### src/hw/rtl/u8sd_pkg.sv
// ----------------------------------------------------------------------------
// u8sd_pkg: shared types and constants of the UTF-8 stream decoder
// Widths of the byte and code point paths, the queue depth default and the
// job record that the front end hands to the back end.
// ----------------------------------------------------------------------------
package u8sd_pkg;

	localparam int BYTE_W      = 8;
	localparam int CP_W        = 21;
	localparam int MAX_RESULTS = 4;
	localparam int CNT_W       = 3;
	localparam int QUEUE_DEPTH = 4;

	// One accepted byte that releases code points turns into one job: up to four code points in order.
	typedef struct packed {
		logic [CNT_W-1:0]                 cnt;
		logic [MAX_RESULTS-1:0][CP_W-1:0] cp;
	} job_t;

endpackage

### src/hw/rtl/u8sd_front.sv
// ----------------------------------------------------------------------------
// u8sd_front: byte classifier and sequence tracker
// Classifies each accepted byte, tracks the open multi-byte sequence and
// builds the list of code points that the byte releases.
// ----------------------------------------------------------------------------
module u8sd_front (
	input  logic                           clk,
	input  logic                           arst_n,
	input  logic                           accept,
	input  logic [u8sd_pkg::BYTE_W-1:0]    in_byte,
	output logic                           push,
	output u8sd_pkg::job_t                 job
);

	localparam logic [7:0] ASCII_LIM = 8'h80;
	localparam logic [7:0] MASK_E0   = 8'hE0;
	localparam logic [7:0] MASK_C0   = 8'hC0;
	localparam logic [7:0] MASK_F0   = 8'hF0;
	localparam logic [7:0] MASK_F8   = 8'hF8;
	localparam logic [7:0] CONT_TAG  = 8'h80;
	localparam logic [7:0] PAY_1F    = 8'h1F;
	localparam logic [7:0] PAY_0F    = 8'h0F;
	localparam logic [7:0] PAY_07    = 8'h07;

	localparam int CP_W  = u8sd_pkg::CP_W;
	localparam int PAD_W = u8sd_pkg::CP_W - u8sd_pkg::BYTE_W;

	logic [7:0]      pend_q [3];
	logic [1:0]      pcount_q, pcount_d;
	logic [1:0]      need_q, need_d, need_n;
	logic [CP_W-1:0] partial_q, partial_d, shifted;
	logic            pend_we;
	logic [1:0]      pend_idx;
	logic [1:0]      fc;
	logic            fresh_vld;
	logic [CP_W-1:0] fresh_cp;
	logic            is_cont;

	assign is_cont = (in_byte & MASK_C0) == CONT_TAG;
	assign shifted = {partial_q[CP_W-7:0], in_byte[5:0]};
	assign need_n  = (need_q != 2'd0) ? need_q - 2'd1 : 2'd0;

	always_comb begin
		pcount_d  = pcount_q;
		need_d    = need_q;
		partial_d = partial_q;
		pend_we   = 1'b0;
		pend_idx  = 2'd0;
		fc        = 2'd0;
		fresh_vld = 1'b0;
		fresh_cp  = '0;
		if (pcount_q != 2'd0 && is_cont) begin
			if (need_n == 2'd0) begin
				fresh_vld = 1'b1;
				fresh_cp  = shifted;
				pcount_d  = 2'd0;
				need_d    = 2'd0;
				partial_d = '0;
			end else begin
				partial_d = shifted;
				need_d    = need_n;
				if (pcount_q < 2'd3) begin
					pend_we  = 1'b1;
					pend_idx = pcount_q;
					pcount_d = pcount_q + 2'd1;
				end
			end
		end else begin
			// Broken sequence or nothing open: flush what is buffered, then
			// decode this byte from scratch.
			fc        = pcount_q;
			pcount_d  = 2'd0;
			need_d    = 2'd0;
			partial_d = '0;
			if (in_byte == 8'h00) begin
				fresh_vld = 1'b0;
			end else if (in_byte < ASCII_LIM) begin
				fresh_vld = 1'b1;
				fresh_cp  = {{PAD_W{1'b0}}, in_byte};
			end else if ((in_byte & MASK_E0) == MASK_C0) begin
				partial_d = {{PAD_W{1'b0}}, in_byte & PAY_1F};
				need_d    = 2'd1;
				pend_we   = 1'b1;
				pcount_d  = 2'd1;
			end else if ((in_byte & MASK_F0) == MASK_E0) begin
				partial_d = {{PAD_W{1'b0}}, in_byte & PAY_0F};
				need_d    = 2'd2;
				pend_we   = 1'b1;
				pcount_d  = 2'd1;
			end else if ((in_byte & MASK_F8) == MASK_F0) begin
				partial_d = {{PAD_W{1'b0}}, in_byte & PAY_07};
				need_d    = 2'd3;
				pend_we   = 1'b1;
				pcount_d  = 2'd1;
			end else begin
				fresh_vld = 1'b1;
				fresh_cp  = {{PAD_W{1'b0}}, in_byte};
			end
		end
	end

	always_comb begin
		for (int k = 0; k < 3; k++) begin
			job.cp[k] = (2'(k) < fc) ? {{PAD_W{1'b0}}, pend_q[k]} : fresh_cp;
		end
		job.cp[3] = fresh_cp;
		job.cnt   = {1'b0, fc} + {2'b00, fresh_vld};
	end

	assign push = accept && (job.cnt != '0);

	always_ff @(posedge clk or negedge arst_n) begin
		if (!arst_n) begin
			pcount_q  <= 2'd0;
			need_q    <= 2'd0;
			partial_q <= '0;
		end else if (accept) begin
			pcount_q  <= pcount_d;
			need_q    <= need_d;
			partial_q <= partial_d;
		end
	end

	always_ff @(posedge clk) begin
		if (accept && pend_we) begin
			pend_q[pend_idx] <= in_byte;
		end
	end

endmodule

### src/hw/rtl/u8sd_queue.sv
// ----------------------------------------------------------------------------
// u8sd_queue: job queue between front end and back end
// A small register FIFO of jobs; it reports full and presents its head.
// ----------------------------------------------------------------------------
module u8sd_queue #(
	parameter int DEPTH = u8sd_pkg::QUEUE_DEPTH
) (
	input  logic           clk,
	input  logic           arst_n,
	input  logic           push,
	input  u8sd_pkg::job_t wr_job,
	input  logic           pop,
	output logic           full,
	output logic           head_vld,
	output u8sd_pkg::job_t head_job
);

	localparam int PTR_W = (DEPTH > 1) ? $clog2(DEPTH) : 1;
	localparam int CNT_W = $clog2(DEPTH + 1);

	u8sd_pkg::job_t   mem_q [DEPTH];
	logic [PTR_W-1:0] wr_ptr_q, rd_ptr_q;
	logic [CNT_W-1:0] count_q;
	logic             do_push, do_pop;

	assign full     = count_q == CNT_W'(DEPTH);
	assign head_vld = count_q != '0;
	assign head_job = mem_q[rd_ptr_q];
	assign do_push  = push && !full;
	assign do_pop   = pop && head_vld;

	always_ff @(posedge clk or negedge arst_n) begin
		if (!arst_n) begin
			wr_ptr_q <= '0;
			rd_ptr_q <= '0;
			count_q  <= '0;
		end else begin
			if (do_push) begin
				wr_ptr_q <= (wr_ptr_q == PTR_W'(DEPTH - 1)) ? '0 : wr_ptr_q + 1'b1;
			end
			if (do_pop) begin
				rd_ptr_q <= (rd_ptr_q == PTR_W'(DEPTH - 1)) ? '0 : rd_ptr_q + 1'b1;
			end
			if (do_push && !do_pop) begin
				count_q <= count_q + 1'b1;
			end else if (do_pop && !do_push) begin
				count_q <= count_q - 1'b1;
			end
		end
	end

	always_ff @(posedge clk) begin
		if (do_push) begin
			mem_q[wr_ptr_q] <= wr_job;
		end
	end

endmodule

### src/hw/rtl/u8sd_back.sv
// ----------------------------------------------------------------------------
// u8sd_back: result sequencer
// Walks the code points of the head job into the output register, one per
// cycle unless out_ready stalls it; retires the job with its last code point.
// ----------------------------------------------------------------------------
module u8sd_back (
	input  logic                        clk,
	input  logic                        arst_n,
	input  logic                        head_vld,
	input  u8sd_pkg::job_t              head_job,
	output logic                        pop,
	output logic                        out_valid,
	input  logic                        out_ready,
	output logic [u8sd_pkg::CP_W-1:0]   code_point,
	output logic                        last_of_run
);

	logic [1:0]                  idx_q;
	logic                        load, is_last;
	logic                        valid_q, last_q;
	logic [u8sd_pkg::CP_W-1:0]   cp_q;

	// The output register takes a new code point whenever it is empty or
	// its current one is being transferred.
	assign load    = head_vld && (!valid_q || out_ready);
	assign is_last = {1'b0, idx_q} == (head_job.cnt - 3'd1);
	assign pop     = load && is_last;

	always_ff @(posedge clk or negedge arst_n) begin
		if (!arst_n) begin
			idx_q   <= 2'd0;
			valid_q <= 1'b0;
		end else if (load) begin
			valid_q <= 1'b1;
			idx_q   <= is_last ? 2'd0 : idx_q + 2'd1;
		end else if (out_ready) begin
			valid_q <= 1'b0;
		end
	end

	always_ff @(posedge clk) begin
		if (load) begin
			cp_q   <= head_job.cp[idx_q];
			last_q <= is_last;
		end
	end

	assign out_valid   = valid_q;
	assign code_point  = cp_q;
	assign last_of_run = last_q;

endmodule

### src/hw/rtl/utf8_stream_decoder.sv
// ----------------------------------------------------------------------------
// utf8_stream_decoder: streaming UTF-8 to code point decoder
// Front end classifies bytes and tracks sequences, a job queue decouples it
// from the back end, which sends one code point per cycle unless stalled.
// ----------------------------------------------------------------------------
// The decoder takes one byte per cycle while in_ready is high and sends out
// one code point per cycle while out_ready is high; a byte that produces no
// code point uses no output slot. A byte that breaks a sequence releases up
// to four code points, which leave one per cycle, so the output port sets
// the sustained rate: bytes are decoded at one per cycle while they average
// at most one code point each and out_ready stays high. Jobs wait in a queue
// of QUEUE_DEPTH entries between the classifier and the output sequencer;
// in_ready falls only while that queue is full. Each code point passes
// through the job queue register and then the output register.
// ----------------------------------------------------------------------------
module utf8_stream_decoder #(
	parameter int QUEUE_DEPTH = u8sd_pkg::QUEUE_DEPTH
) (
	input  logic                        clk,
	input  logic                        arst_n,
	input  logic                        in_valid,
	output logic                        in_ready,
	input  logic [u8sd_pkg::BYTE_W-1:0] in_byte,
	output logic                        out_valid,
	input  logic                        out_ready,
	output logic [u8sd_pkg::CP_W-1:0]   code_point,
	output logic                        last_of_run
);

	logic           accept, push, pop, full, head_vld;
	u8sd_pkg::job_t wr_job, head_job;

	assign in_ready = !full;
	assign accept   = in_valid && in_ready;

	u8sd_front u_front (
		.clk     (clk),
		.arst_n  (arst_n),
		.accept  (accept),
		.in_byte (in_byte),
		.push    (push),
		.job     (wr_job)
	);

	u8sd_queue #(
		.DEPTH (QUEUE_DEPTH)
	) u_queue (
		.clk      (clk),
		.arst_n   (arst_n),
		.push     (push),
		.wr_job   (wr_job),
		.pop      (pop),
		.full     (full),
		.head_vld (head_vld),
		.head_job (head_job)
	);

	u8sd_back u_back (
		.clk         (clk),
		.arst_n      (arst_n),
		.head_vld    (head_vld),
		.head_job    (head_job),
		.pop         (pop),
		.out_valid   (out_valid),
		.out_ready   (out_ready),
		.code_point  (code_point),
		.last_of_run (last_of_run)
	);

endmodule

### config.mk
export PLATFORM = sky130hd
export DESIGN_NAME = utf8_stream_decoder
export DESIGN_NICKNAME = d
export VERILOG_FILES = /design/src/hw/rtl/u8sd_pkg.sv /design/src/hw/rtl/u8sd_front.sv /design/src/hw/rtl/u8sd_queue.sv /design/src/hw/rtl/u8sd_back.sv /design/src/hw/rtl/utf8_stream_decoder.sv
export SDC_FILE = /design/constraint.sdc
export NUM_CORES = 1
export LEC_CHECK = 0
export ABC_AREA = 1
export BUFFER_PORTS_ARGS = -buffer_cell sky130_fd_sc_hd__buf_2
export CORE_AREA = 4 4 195 235
export CTS_BUF_LIST = sky130_fd_sc_hd__clkbuf_4 sky130_fd_sc_hd__clkbuf_8
export CTS_CLUSTER_SIZE = 24
export DETAILED_ROUTE_END_ITERATION = 8
export DIE_AREA = 0 0 199 239
export SYNTH_ARGS = -nofsm -noshare
export SYNTH_HDL_FRONTEND = slang
export SYNTH_SLANG_ARGS = --single-unit
### constraint.sdc
create_clock -name clk -period 9 [get_ports clk]
set_input_delay 1.35 -clock clk [delete_from_list [all_inputs] [get_ports clk]]
set_output_delay 1.35 -clock clk [all_outputs]
set_load 0.03 [all_outputs]
; Word-level counts from Yosys, hierarchy flattened
; Memory sizes are Yosys's and may differ from the RTL's.
; Index checks and enable logic that the tools add are counted.
[word_totals]
regBits = 51
ramBits = 372
input_bits = 12
out_inout_bits = 24
wordCells = 125
mem_count = 2
[classes]
n_addsub = 9
n_lt_le_gt_ge = 6
eq_ne = 9
mux = 65
n_reduce_logical = 24
[mem_list]
columns = name, words, word_bits, rd, rd_clocked_by_memory_dff, write_ports, line_no
row1 = u_queue.mem_q, 4, 87, 1, 0, 1, u8sd_queue.sv:21  ; u8sd_pkg::job_t mem_q [DEPTH];
row2 = u_front.pend_q, 3, 8, 3, 0, 1, u8sd_front.sv:28  ; logic [7:0] pend_q [3];
[op_table]
columns = op, n
row1 = 2-to-1 mux 21 bit, 10
row2 = 2-to-1 mux 15 bit, 6
row3 = 2-to-1 mux 2 bit, 22
row4 = binary-select mux 21 bit (select 2 bit), 1
row5 = 2-to-1 mux 1 bit, 22
row6 = logical AND 1 bit, 10
row7 = 2-to-1 mux 3 bit, 3
row8 = "adder 2 x 1 -> 2 bit, second input constant", 4
row9 = logical NOT 8 bit, 1
row10 = "less-than comparator 8 bit, second input constant", 1
row11 = 2-to-1 mux 8 bit, 1
row12 = nonzero test 2 bit, 4
row13 = "equality test 2 bit, second input constant", 3
row14 = "equality test 3 bit, second input constant", 2
row15 = nonzero test 3 bit, 2
row16 = "subtractor 3 x 1 -> 3 bit, second input constant", 2
row17 = "equality test 5 bit, second input constant", 1
row18 = "equality test 4 bit, second input constant", 1
row19 = logical NOT 1 bit, 4
row20 = "less-than comparator 1 x 2 -> 1 bit, first input constant", 2
row21 = adder 2 x 1 -> 3 bit, 1
row22 = "adder 3 x 1 -> 3 bit, second input constant", 1
row23 = equality test 2 x 3 -> 1 bit, 1
row24 = "less-than comparator 2 x 3 -> 1 bit, second input constant", 1
row25 = 7 further kinds, 7

; Longest topological paths before layout
[logic_depth]
word_depth = 15
depth_mapped = 18
mapped_depth_nobuf = 18

; By module
; Synthesis repeated with hierarchy kept, for this count alone.
[hier_totals]
hier_cells = 1580
hier_area_um2 = 18426.4
[by_module_without_submodules]
columns = module, n_inst, cells_each, area_per_inst_um2, seq_area_each_um2
row1 = u8sd_queue, 1, 1075, 14395.1, 10625.2
row2 = u8sd_front, 1, 319, 2534.9, 1196.1
row3 = u8sd_back, 1, 183, 1482.7, 735.7
row4 = utf8_stream_decoder, 1, 3, 13.8, 0.0

; Least setup slack after synthesis
; No wires, ideal clock.
[synth_path]
kind = input-to-reg
from = in in_byte[6] (netlist bit)
to = mem u_queue.mem_q[0][0] (netlist bit) (enable)
setup_time_ps = 533
t_arrival_ps = 6643
required_ps = 8467
setup_slack_ps = 1824
cell_stages = 12
path_buffers = 0
path_cell_list = nor3_2 inv_2 nor2_4 inv_2 nand2_1 inv_1 ha_1 ha_1 nor3_1 nor2_1 inv_1 nor2_1
[synth_lines]
columns = element, line_no
row1 = from (decl), utf8_stream_decoder.sv:23  ; input logic [u8sd_pkg::BYTE_W-1:0] in_byte,
row2 = to (decl), u8sd_queue.sv:21

==> run_results.csv <==
group,metric,value,unit
power_and_ir_drop,p_sw_share,35.5,%
power_and_ir_drop,total_power,6.22,mW
yosys,ys_types,34,
clock_network,cts_root_buffer,"clkbuf_8",
setup_path,crit_path_end_kind,"register",
routing,drtIter0Drc,939,
clock_network,post-cts-setup-buffers,0,
sta,hold_violations,0,
yosys,syn-cell-area,0.0172,mm²
routing,routed_via_density,5.30,
floorplan,start_util,39.5,%
setup_path,reg2reg_depth,15,
yosys,yosys-top-cells-area,"edfxtp_1 (69%), nor2_1 (6.0%), o21ai_0 (5.0%), dfrtp_1 (4.2%), o211ai_1 (3.1%)",
yosys,ys_seq_elements,423,
grt,met3_usage,3.45,%
power_and_ir_drop,intPower,4.02,mW
floorplan,row_count,84,
power_and_ir_drop,p_seq_share,44.0,%
finish,layout_common_cells,"edfxtp_1 (394), nor2_1 (273), o21ai_0 (172)",
worst_hold_path,holdPathStages,1,
sta,final.setup_skew,29.3,ps
sta,tightest_slew,1090,ps
clock_network,insertion_delay,600,ps
yosys,synthCells,1391,
sta,fin_crit_sh,58.4,%
yosys,syn_avg_cell_area,12.4,µm²
placement,dp_hpwl,21000,µm
finish,layout-drive-gt1-share,13.3,%
sta,tns,0,ps
run_status,outcome,"completed",
sta,fin_crit,5260,ps
sta,slew_viol_final,0,
power_and_ir_drop,comb_power_share,28.6,%
routing,post-route-drc-count,0,
routing,ant_nets,0,
floorplan,die_w,199,µm
grt,met2_usage,27.3,%
yosys,synth_nets,1417,
placement,place_congestion,0.804,
sta,fmax,190,MHz
setup_path,crit_arrival,5450,ps
setup_path,cp-start-kind,"input port",
grt,track_usage,16.4,%
grt,antenna_found_initial,0,
finish,final_common_cell,"edfxtp_1",
finish,syn_to_final_growth,12.5,%
setup_path,required,9190,ps
clock_network,clk_pin_slew,60,ps
yosys,ys.flop_type,"edfxtp_1",
yosys,synth_top_cell_by_area,"edfxtp_1",
finish,fin_area,0.0193,mm²
yosys,postSynth.asyncResetShare,6.86,%
clock_network,htreeDepth,3,
clock_network,cts_tree,"yes",
floorplan,die-area,0.0476,mm²
floorplan,coreArea,0.0435,mm²
clock_network,cts_resized,0,
power_and_ir_drop,powerDensity,322,mW/mm²
worst_hold_path,hp-class,"register to register",
clock_network,hold_buffers,0,
floorplan,die_y,239,µm
routing,wirelength,39300,µm
finish,fin_nets,1463,
setup_path,crit_path_max_fanout,64,
routing,first_pass_iters,5,
grt,grt_max_degree,103,
placement,port_buffers,35,
power_and_ir_drop,switching_power,2.21,mW
clock_network,clk_path_buf_depth,3,
grt,grt_pass1_wl,60400,µm
floorplan,ioPinCount,36,
grt,grtUsageMet1,21.3,%
finish,instances_no_fill,2052,
sta,rsz0062_at_grt,"no",
grt,grt-busiest-layer,"met2",
grt,grt-ovfl-total,0,
placement,place_inst,1924,
flow_run,drv_cap,0,
power_and_ir_drop,p_leak,6.74,nW
routing,vias,10880,
setup_path,worstSetupPathType,"input port to register",
yosys,synth_top_cell_area_share,68.8,%
grt,grt_pass1_vias,10670,
clock_network,clock_sinks,423,
routing,wl_per_cell,19.1,µm
power_and_ir_drop,vdd_drop_max,0.171,mV
placement,place_area,0.0179,mm²
sta,setup_viol,0,
power_and_ir_drop,clkPwrFrac,27.3,%
yosys,ys_warn_count,0,
sta,slew_headroom,27.5,%
clock_network,cts-buffers-inserted,70,
finish,antenna_cells,0,
yosys,synth_edf_count,394,
setup_path,regToRegSetupSlack,3920,ps
yosys,ys_seq_area_share,73.1,%
state kept, by name (all words and copies together) (netlist names):
| signal | cells |
|---|---|
| u_front.pcount_q | 2 |
| u_back.last_of_run | 1 |
| u_back.code_point | 21 |
| u_front.need_q | 2 |
| u_queue.rd_ptr_q | 2 |
| u_queue.wr_ptr_q | 2 |
| u_front.pend_q | 24 |
| u_queue.count_q | 3 |
| u_back.out_valid | 1 |
| u_front.partial_q | 15 |
| u_back.idx_q | 2 |
| u_queue.mem_q | 348 |
path summary, 6_finish.rpt:
path,endpoint,startpoint
min in group asynchronous,u_front.partial_q[5],arst_n
min,u_front.need_q[0],u_front.need_q[0]
max reg2reg,u_queue.mem_q[3][35],u_front.pcount_q[0]
max in group asynchronous,u_queue.rd_ptr_q[0],arst_n
max,u_queue.mem_q[3][35],in_byte[6]
min reg2reg,u_front.need_q[0],u_front.need_q[0]
stage by stage:
step / worst slack, ps / hold slack [ps] / util, %
CTS: 3740 / 528 / 44.4
global placement: 3220 / 514 / 41.1
floorplan: 1820 / 478 / -
detailed placement: 3130 / 519 / 41.1
global route: 3430 / 575 / 44.4
finish: 3740 / 527 / 44.4
kinds of logic (layout without fill, tap and decap cells):
group / Yosys count / in the layout / share of synthesized area [%]
AO/OA/AOI/OAI: 325 / 325 / 11.0
flip-flops: 423 / 423 / 73.1
buffers and inverters: 152 / 254 / 3.63
adder cells (fa/ha/maj): 14 / 14 / 1.06
AND/OR/NAND/NOR: 473 / 473 / 11.1
XOR/XNOR: 4 / 4 / 0.204
worst max-delay path: stages:
cell,delay [ps]
buf_2,160
nor3_2,300
inv_2,120
nor2_4,230
inv_2,80
nand2_1,190
inv_1,80
ha_1,200
ha_1,350
nor3_1,100
nor2_1,360
inv_1,270
nor2_4,690
buf_4,920
Yosys cell counts (8+ instances only):
| library cell | number |
|---|---|
| edfxtp_1 | 394 |
| nor2_1 | 277 |
| o21ai_0 | 172 |
| nand2_1 | 138 |
| o211ai_1 | 72 |
| inv_1 | 66 |
| clkbuf_1 | 44 |
| nand3_1 | 40 |
| dfrtp_1 | 29 |
| o21ai_1 | 26 |
| buf_2 | 25 |
| a21oi_1 | 24 |
| o221ai_1 | 14 |
| ha_1 | 13 |
| o22ai_1 | 13 |
| inv_2 | 8 |
metal layers:
| layer | vias to the layer above | wire [µm] | part of all wire, % |
|---|---|---|---|
| li1 | 5089 | - | - |
| met1 | 5384 | 16600 | 42 |
| met2 | 350 | 19400 | 49 |
| met3 | 57 | 2530 | 6.4 |
| met4 | 0 | 784 | 2.0 |
| met5 | - | 0 | 0 |
power groups by stage:
stage | Sequential (mW) | Combinational, mW | Clock [mW]
CTS | 2.75 | 1.82 | 1.73
detailed placement | 2.78 | 1.81 | 0
floorplan | 2.85 | 1.17 | 0
finish | 2.74 | 1.78 | 1.70
global route | 2.78 | 2.00 | 1.83
global placement | 2.77 | 1.79 | 0
cell type report:
type	instances	area [µm²]
Timing Repair Buffer	52	303
Clock inverter	27	181
Tap cell	559	699
Multi-Input combinational cell	816	4050
Sequential cell	423	12600
Inverter	74	280
Fill cell	3998	24200
Clock buffer	101	1250
Note: power is estimated with default switching activity, not from simulation.
